==> config.mk <==
export PLATFORM = sky130hd
export DESIGN_NAME = psa_sqrt
export DESIGN_NICKNAME = d
export VERILOG_FILES = /design/src/hdl/psa_pkg.sv /design/src/hdl/psa_sqrt.sv
export SDC_FILE = /design/constraint.sdc
export NUM_CORES = 1
export LEC_CHECK = 0
export BUFFER_PORTS_ARGS = -buffer_cell sky130_fd_sc_hd__clkbuf_2
export CAP_MARGIN = 20
export CORE_UTILIZATION = 50
export CTS_CLUSTER_SIZE = 30
export DETAILED_ROUTE_END_ITERATION = 10
export PLACE_DENSITY_LB_ADDON = 0.12
export SKIP_LAST_GASP = 1
export SLEW_MARGIN = 20
export SYNTH_ARGS = -nofsm -noshare
export SYNTH_HDL_FRONTEND = slang
export SYNTH_SLANG_ARGS = --single-unit
==> constraint.sdc <==
create_clock -name clk -period 12.6 [get_ports clk]
set_input_delay 1.26 -clock clk [delete_from_list [all_inputs] [get_ports clk]]
set_output_delay 1.26 -clock clk [all_outputs]
set_load 0.01 [all_outputs]
==> src/hdl/psa_pkg.sv <==
// ----------------------------------------------------------------------------
// psa_pkg
// Shared types, constants and tables for the pixel saturation adjust block.
// ----------------------------------------------------------------------------
package psa_pkg;

	localparam int PIX_W       = 8;
	localparam int GAIN_W      = 11;
	localparam int ROOT_W      = 16;
	localparam int NUM_GAINS   = 4;
	localparam int CFG_IDX_W   = 2;
	localparam int STAGES      = 16;
	localparam int SQRT_STAGES = 4;
	localparam int RECIP_W     = 25;
	localparam int RECIP_SHIFT = 24;

	localparam logic [GAIN_W-1:0] GAIN_ONE = 11'd256;

	// floor(n / 255) = (n * DIV255_M) >> 24 for n <= 255 * 255
	localparam logic [16:0] DIV255_M = 17'd65794;

	// sqrt(0.299), sqrt(0.587), sqrt(0.114) in Q0.16, and their complements
	localparam logic [15:0] SQRT_W [3] = '{16'd35836, 16'd50211, 16'd22127};
	localparam logic [15:0] SQRT_WC [3] = '{
		16'(65536 - 35836), 16'(65536 - 50211), 16'(65536 - 22127)
	};

	typedef enum logic [CFG_IDX_W-1:0] {
		REG_GAIN_ALL,
		REG_GAIN_RED,
		REG_GAIN_GREEN,
		REG_GAIN_BLUE
	} psa_reg_t;

	typedef struct packed {
		logic [PIX_W-1:0] r;
		logic [PIX_W-1:0] g;
		logic [PIX_W-1:0] b;
		logic [PIX_W-1:0] a;
	} psa_rgba_t;

	typedef struct packed {
		logic [ROOT_W+1:0] rem;
		logic [ROOT_W-1:0] root;
	} psa_sqrt_t;

	typedef struct packed {
		logic [SQRT_STAGES-1:0] adv;
	} psa_sqrt_ctl_t;

	typedef logic [255:0][RECIP_W-1:0] recip_tab_t;

	// ceil(2^24 / a) by long division; entry 0 is never used
	function automatic recip_tab_t build_recip();
		recip_tab_t         t;
		logic [RECIP_W-1:0] num;
		logic [RECIP_W-1:0] den;
		logic [RECIP_W-1:0] quo;
		logic [RECIP_W:0]   rem;
		t = '0;
		for (int i = 1; i < 256; i++) begin
			num = RECIP_W'((1 << RECIP_SHIFT) + i - 1);
			den = RECIP_W'(i);
			quo = '0;
			rem = '0;
			for (int b = RECIP_W-1; b >= 0; b--) begin
				rem = {rem[RECIP_W-1:0], num[b]};
				if (rem >= {1'b0, den}) begin
					rem    = rem - {1'b0, den};
					quo[b] = 1'b1;
				end
			end
			t[i] = quo;
		end
		return t;
	endfunction

	localparam recip_tab_t RECIP_TAB = build_recip();

	// one restoring root digit
	function automatic psa_sqrt_t sqrt_step(psa_sqrt_t s, logic [1:0] pair);
		logic [ROOT_W+3:0] acc;
		logic [ROOT_W+3:0] trial;
		psa_sqrt_t r;
		acc   = {s.rem, pair};
		trial = {2'b00, s.root, 2'b01};
		if (acc >= trial) begin
			r.rem  = (ROOT_W+2)'(acc - trial);
			r.root = {s.root[ROOT_W-2:0], 1'b1};
		end else begin
			r.rem  = acc[ROOT_W+1:0];
			r.root = {s.root[ROOT_W-2:0], 1'b0};
		end
		return r;
	endfunction

	function automatic psa_sqrt_t sqrt_4steps(psa_sqrt_t s, logic [7:0] bits);
		psa_sqrt_t r;
		r = s;
		for (int i = 3; i >= 0; i--) begin
			r = sqrt_step(r, bits[2*i +: 2]);
		end
		return r;
	endfunction

endpackage

==> src/hdl/psa_sqrt.sv <==
// ----------------------------------------------------------------------------
// psa_sqrt
// Four-stage integer square root of (rad << 16), four digits per stage.
// ----------------------------------------------------------------------------
module psa_sqrt (
	input  logic                          clk,
	input  psa_pkg::psa_sqrt_ctl_t        ctl,
	input  logic [psa_pkg::ROOT_W-1:0]    rad,
	output logic [psa_pkg::ROOT_W-1:0]    root
);
	import psa_pkg::*;

	psa_sqrt_t  st_s1, st_s2, st_s3, st_s4;
	logic [7:0] lo_s1;

	always_ff @(posedge clk) begin
		if (ctl.adv[0]) begin
			st_s1 <= sqrt_4steps('0, rad[15:8]);
			lo_s1 <= rad[7:0];
		end
		if (ctl.adv[1]) begin
			st_s2 <= sqrt_4steps(st_s1, lo_s1);
		end
		if (ctl.adv[2]) begin
			st_s3 <= sqrt_4steps(st_s2, 8'h00);
		end
		if (ctl.adv[3]) begin
			st_s4 <= sqrt_4steps(st_s3, 8'h00);
		end
	end

	assign root = st_s4.root;

endmodule

Word-level counts from Yosys, hierarchy flattened
Cells that the tools add are included.
{"block": "word_totals", "mem_bits_rw": 0, "mem_count": 0, "ff_bits": 126, "latch_bits": 0, "in_bits": 21, "out_inout_bits": 16, "word_cells": 68, "romBits": 0}
{"block": "classes", "n_lt_le_gt_ge": 16, "mux": 28, "n_bitwise": 0, "div_mod_pow": 0, "n_addsub": 15, "multipliers": 0, "shifts": 0, "eq_ne": 0, "n_reduce_logical": 0}
{"op": "two-way mux 34 bit", "n": 27}
{"op": ">= comparator 20 x 18 -> 1 bit", "n": 15}
{"op": "subtractor 18 bit", "n": 14}
{"op": "subtractor 2 x 1 -> 3 bit, second input constant", "n": 1}
{"op": ">= comparator 2 x 1 -> 1 bit, second input constant", "n": 1}
{"op": "two-way mux 1 bit", "n": 1}

Depth between registers and ports, before layout
{"block": "depth", "ltp_word": 11, "ltp_mapped": 65}

Least setup slack after synthesis
Ideal clock, no wire load.
{"block": "synth_timing", "path_type": "register -> register", "start": "reg st_s3[0] (netlist bit)", "end": "reg st_s4 (netlist bit root[0]), data pin", "stages_incl_launch_ff": 66, "slack_ns": 2.111, "period_less_slack_ns": 10.489, "arrival_ns": 10.220, "n_path_buf": 5, "path_cell_list": "edfxtp_1 -> inv_1 -> ha_1 -> inv_1 -> fa_1 -> nor2b_1 -> o21ai_0 -> a21boi_0 -> o21ai_0 -> a21oi_1 -> o2111ai_1 -> a31oi_1 -> o21ai_0 -> nand2_1 -> inv_1 -> clkbuf_1 -> clkbuf_1 -> nand2_1 -> [... 30 more ...] -> nand2_1 -> or4_1 -> clkbuf_1 -> clkbuf_1 -> a21boi_0 -> ha_1 -> a21oi_1 -> nor2b_1 -> o21ai_0 -> nand2b_1 -> a21oi_1 -> nor2b_1 -> o21ai_0 -> nand2b_1 -> a21oi_1 -> o21ai_0 -> a221oi_1 -> nand4_1"}
{"block": "synth_between", "elab_chain_cells": 11, "elab_cells_between_ends": 14}
{"item": "start, declared", "line_no": "psa_sqrt.sv:13", "rtl": "psa_sqrt_t st_s1, st_s2, st_s3, st_s4;"}
{"item": "start signal, assigned", "line_no": "psa_sqrt.sv:25", "rtl": "st_s3 <= sqrt_4steps(st_s2, 8'h00);"}
{"item": "subtractor 18 bit / >= comparator 20 x 18 -> 1 bit (equally long branches)", "line_no": "psa_pkg.sv:88, psa_pkg.sv:87"}
{"item": "two-way mux 34 bit *", "line_no": "psa_pkg.sv:87", "rtl": "if (acc >= trial) begin"}
{"item": "two-way mux 34 bit *", "line_no": "psa_sqrt.sv:27", "rtl": "if (ctl.adv[3]) begin"}
{"item": "subtractor 18 bit / >= comparator 20 x 18 -> 1 bit (equally long branches)", "line_no": "psa_pkg.sv:88, psa_pkg.sv:87"}
{"item": "two-way mux 34 bit *", "line_no": "psa_pkg.sv:87"}
{"item": "two-way mux 34 bit *", "line_no": "psa_sqrt.sv:27"}
{"item": "subtractor 18 bit / >= comparator 20 x 18 -> 1 bit (equally long branches)", "line_no": "psa_pkg.sv:88, psa_pkg.sv:87"}
{"item": "two-way mux 34 bit *", "line_no": "psa_pkg.sv:87"}
{"item": "two-way mux 34 bit *", "line_no": "psa_sqrt.sv:27"}
{"item": ">= comparator 20 x 18 -> 1 bit *", "line_no": "psa_pkg.sv:87"}
{"item": "two-way mux 1 bit *", "line_no": "psa_pkg.sv:87"}
{"item": "end signal, assigned", "line_no": "psa_sqrt.sv:28", "rtl": "st_s4 <= sqrt_4steps(st_s3, 8'h00);"}
{"item": "end, declared", "line_no": "psa_sqrt.sv:13"}
Every way passes the cells marked *; elsewhere a longest branch is shown, timed or not. The select of a mux whose other input is x is not followed.
A chain may end at the register's enable or synchronous reset.

Final worst setup path
{"block": "layout_timing", "start": "reg st_s2[0] (netlist bit)", "end": "reg st_s3[33] (netlist bit), data pin"}
{"block": "layout_between", "elab_chain_cells": 11, "elab_cells_between_ends": 15}
{"item": "start, declared", "line_no": "psa_sqrt.sv:13"}
{"item": "start signal, assigned", "line_no": "psa_sqrt.sv:22", "rtl": "st_s2 <= sqrt_4steps(st_s1, lo_s1);"}
{"item": "subtractor 18 bit / >= comparator 20 x 18 -> 1 bit (equally long branches)", "line_no": "psa_pkg.sv:88, psa_pkg.sv:87"}
{"item": "two-way mux 34 bit *", "line_no": "psa_pkg.sv:87"}
{"item": "two-way mux 34 bit *", "line_no": "psa_sqrt.sv:24", "rtl": "if (ctl.adv[2]) begin"}
{"item": "subtractor 18 bit / >= comparator 20 x 18 -> 1 bit (equally long branches)", "line_no": "psa_pkg.sv:88, psa_pkg.sv:87"}
{"item": "two-way mux 34 bit *", "line_no": "psa_pkg.sv:87"}
{"item": "two-way mux 34 bit *", "line_no": "psa_sqrt.sv:24"}
{"item": "subtractor 18 bit / >= comparator 20 x 18 -> 1 bit (equally long branches)", "line_no": "psa_pkg.sv:88, psa_pkg.sv:87"}
{"item": "two-way mux 34 bit *", "line_no": "psa_pkg.sv:87"}
{"item": "two-way mux 34 bit *", "line_no": "psa_sqrt.sv:24"}
{"item": "subtractor 18 bit / >= comparator 20 x 18 -> 1 bit (equally long branches)", "line_no": "psa_pkg.sv:88, psa_pkg.sv:87"}
{"item": "two-way mux 34 bit *", "line_no": "psa_pkg.sv:87"}
Marked as above.

==> impl_metrics.py <==
metrics = {
    "timing": {
        "slew_viol_final": 0,
        "rsz0062_at_grt": "true",
        "layout_setup_ws_ns": 1.19,
        "fin_crit_sh_pct": 90.5,
        "worstMarginPinSlew_ns": 0.879,
        "fmax_mhz": 87.7,
        "final_period_minus_worst_setup_slack_ns": 11.41,
        "setup_viol": 0,
        "maxSlewHeadroom_pct": 41.4,
        "fin_skew_ns": 0.0143,
        "hold_violations": 0,
    },
    "worst_setup_path": {
        "ff2ff_path_depth": 56,
        "worstSetupStartpointType": "register",
        "r2r_slack_ns": 1.19,
        "max_stage_delay_ns": 0.59,
        "critical_path_arrival_ns": 11.50,
        "cp_slowest_cell": "or4_4",
        "rr_endpoint": "st_s3[33]",
        "crit_path_frequent_cell": "a21oi_1",
        "startpoint": "st_s2[0]",
        "endpoint_kind": "register",
        "cp-endpoint": "st_s3[33]",
        "r2r_start": "st_s2[0]",
        "cp_max_fo": 22,
        "crit_type": "register to register",
        "worst-endpoint-required_ns": 12.70,
    },
    "synthesis": {
        "synth_top_area_share_pct": 26.1,
        "ys_types": 79,
        "yosysTopAreaCell": "edfxtp_1",
        "synthCells": 1414,
        "synthArstFlopShare_pct": 0,
        "ys_seq_area_share_pct": 26.1,
        "synth_seq_cells": 101,
        "avgSynthCellArea_um2": 8.23,
        "ys.flop_type": "edfxtp_1",
        "synth_warnings": 0,
        "synth_edf_count": 101,
        "yosys-top-cells-area": "edfxtp_1 (26%), ha_1 (14%), xnor2_1 (6.1%)",
        "synth_area_um2": 11600,
    },
    "worst_hold_path": {
        "min_from": "st_s1[0]",
        "hp-class": "register to register",
    },
    "routing": {
        "avgViaCountPerCell": 5.83,
        "wl_met3_um": 768,
        "dr.max_layer_used": "met4",
        "met2RoutedLength_mm": 13.4,
        "wl_mm": 28.6,
        "drt_drc_violations_left": 0,
        "routedWlPerCell_um": 16.5,
        "drt_iter0_drc": 683,
        "via_count": 10100,
        "final_antenna_net_count": 0,
        "drt_pre_antenna_iters": 5,
        "wl_met1_mm": 14.2,
    },
    "floorplan": {
        "fp-row-count": 55,
        "start_util_pct": 51.3,
        "die_w_um": 155,
        "dieArea_um2": 23900,
        "die_height_um": 155,
        "top_level_ports": 37,
        "core-area_um2": 22700,
    },
    "global_route": {
        "grt_usage_pct": 24.4,
        "grt_max_degree": 31,
        "grt-ovfl-total": 0,
        "antenna_found_initial": 0,
        "grt_pass1_vias": 9350,
        "grt_pass1_wl_mm": 46.8,
    },
    "placed_design": {
        "place.gp.congestion": 0.886,
        "dpl_cell_area_um2": 12100,
        "dp_cells": 1705,
        "dp.final_hpwl_mm": 22.8,
        "numPortBuffers": 36,
        "place_ws_ns": 0.666,
    },
    "clock_network": {
        "htreeDepth": 3,
        "cts_buffers": 9,
        "clockBufferDepth": 2,
        "hold_buffers": 0,
        "clock_sink_count": 101,
        "cts_tree": "yes",
        "clock_latency_ns": 0.36,
        "clk_pin_slew_ns": 0.08,
        "cts-root-buf": "clkbuf_16",
    },
    "final_layout": {
        "area_delta_synth_final_pct": 7.46,
        "utilization_pct": 55.1,
        "drive_gt1_share_pct": 8.55,
        "antenna_cells": 0,
        "final_cells": 1735,
        "nets": 1601,
        "final_cell_area_um2": 12500,
        "final.fill_count": 2133,
    },
    "flow_run": {
        "cap_viol_max_count": 0,
    },
    "power_and_ir_drop": {
        "power_density_nw_per_um2": 218,
        "leakagePower_nw": 5.24,
        "vdd_drop_max_mv": 0.106,
        "power_mw": 2.72,
    },
    "run_status": {
        "status": "finished, final reports clean",
    },
}
## state kept, by name, indices dropped and copies added, names as in the netlist
signal,flops
st_s2,26
root,16
st_s3,29
st_s1,22
lo_s1,8
## worst min path at each step
| stage | to | slack (ns) | cells past startpoint |
|---|---|---|---|
| floorplan | root[10] | 0.43 | 0 |
| global placement | st_s3[6] | 0.43 | 0 |
| detailed placement | st_s3[6] | 0.45 | 0 |
| CTS | st_s3[10] | 0.47 | 0 |
| global route | st_s3[10] | 0.48 | 0 |
| finish | st_s2[4] | 0.46 | 0 |
## logic make-up (layout without fill, tap and decap cells)
kind of cell             Yosys count  after routing  share of synthesized area [%]
XOR/XNOR                         122            122                           9.25
AO/OA/AOI/OAI                    373            373                           20.7
adder cells (fa/ha/maj)          135            135                           14.6
other                              1              2                         0.0322
multiplexers                      27             27                           2.45
flip-flops                       101            101                           26.1
buffers and inverters            133            168                           4.45
AND/OR/NAND/NOR                  522            522                           22.4
## cell usage in the layout, fill, tap and decap left out, drive strengths merged, types with 6 or more instances in the layout
master and count:
or4 8, mux2i 15, nor3 47, o21a 26, a21boi 6, o21bai 19
mux2 12, buf 17, a21oi 117, and3 11, and2 16, nand2b 22
nand4 19, nand3 42, or2 13, o31ai 13, edfxtp 101, o211ai 6
nor4 14, clkbuf 45, o2111ai 6, ha 133, or3 21, o31a 12
nor2 151, o21ai 75, nand2 111, xnor2 82, inv 97, nor2b 20
a31oi 13, xor2 40, a211oi 7, a21o 29
## timing repair
action,CTS,global route
buffers inserted,0,14
endpoints found under the setup margin,0,18
resized for setup,0,13
## where the power goes
part / leakage, nW / internal (mW) / switching (mW)
Combinational: 4.15 / 0.797 / 1.10
Clock: 0.142 / 0.139 / 0.141
Sequential: 0.948 / 0.487 / 0.0631
Total: 5.24 / 1.42 / 1.30
## cell usage after synthesis, drive strengths merged (5+ instances only)
master and count:
o211ai 6, clkbuf 25, nor3 47, and3 11, a21o 29, or4 8
ha 133, o31ai 13, a21boi 6, o21ai 75, nand3 42, o21bai 19
nand2 111, o31a 12, a211oi 7, and2 16, buf 10, a31oi 13
or2 13, nor2 151, xnor2 82, edfxtp 101, mux2i 15, o221ai 5
nor4b 5, o2111ai 6, nand4 19, a211o 5, o21a 26, nor4 14
inv 98, nor2b 20, mux2 12, a21oi 117, xor2 40, or3 21
nand2b 22
## metal layers
layer,track usage [%],up-vias
li1,-,5245
met1,33.8,4699
met2,41.1,153
met3,2.72,21
met4,4.86,0
met5,0,-
## area by class of cell
type	instances	area [um^2]	area share [%]
clock buffers	9	225	1.80
clock inverters	7	68.8	0.550
inverters	98	382	3.05
multi-input cells	1181	8120	64.9
flip-flops and latches	101	3030	24.2
well taps	285	357	2.85
repair buffers	54	320	2.56
## worst max-delay path: cells and delay by family (launching register included)
| family | cells | cell delay (ns) |
|---|---|---|
| AO/OA/AOI/OAI | 24 | 4.47 |
| XOR/XNOR | 1 | 0.17 |
| adder cells (fa/ha/maj) | 7 | 1.78 |
| buffers and inverters | 8 | 1.10 |
| flip-flops | 1 | 0.43 |
| AND/OR/NAND/NOR | 16 | 3.17 |
## through the flow
step	hold WS (ns)	TNS, ns
final	0.463	0
after global routing	0.479	-0.0197
after CTS	0.466	0
after detailed placement	0.449	0
after global placement	0.434	0
after floorplan	0.426	0
No activity file was read; power rests on OpenSTA's default activity.
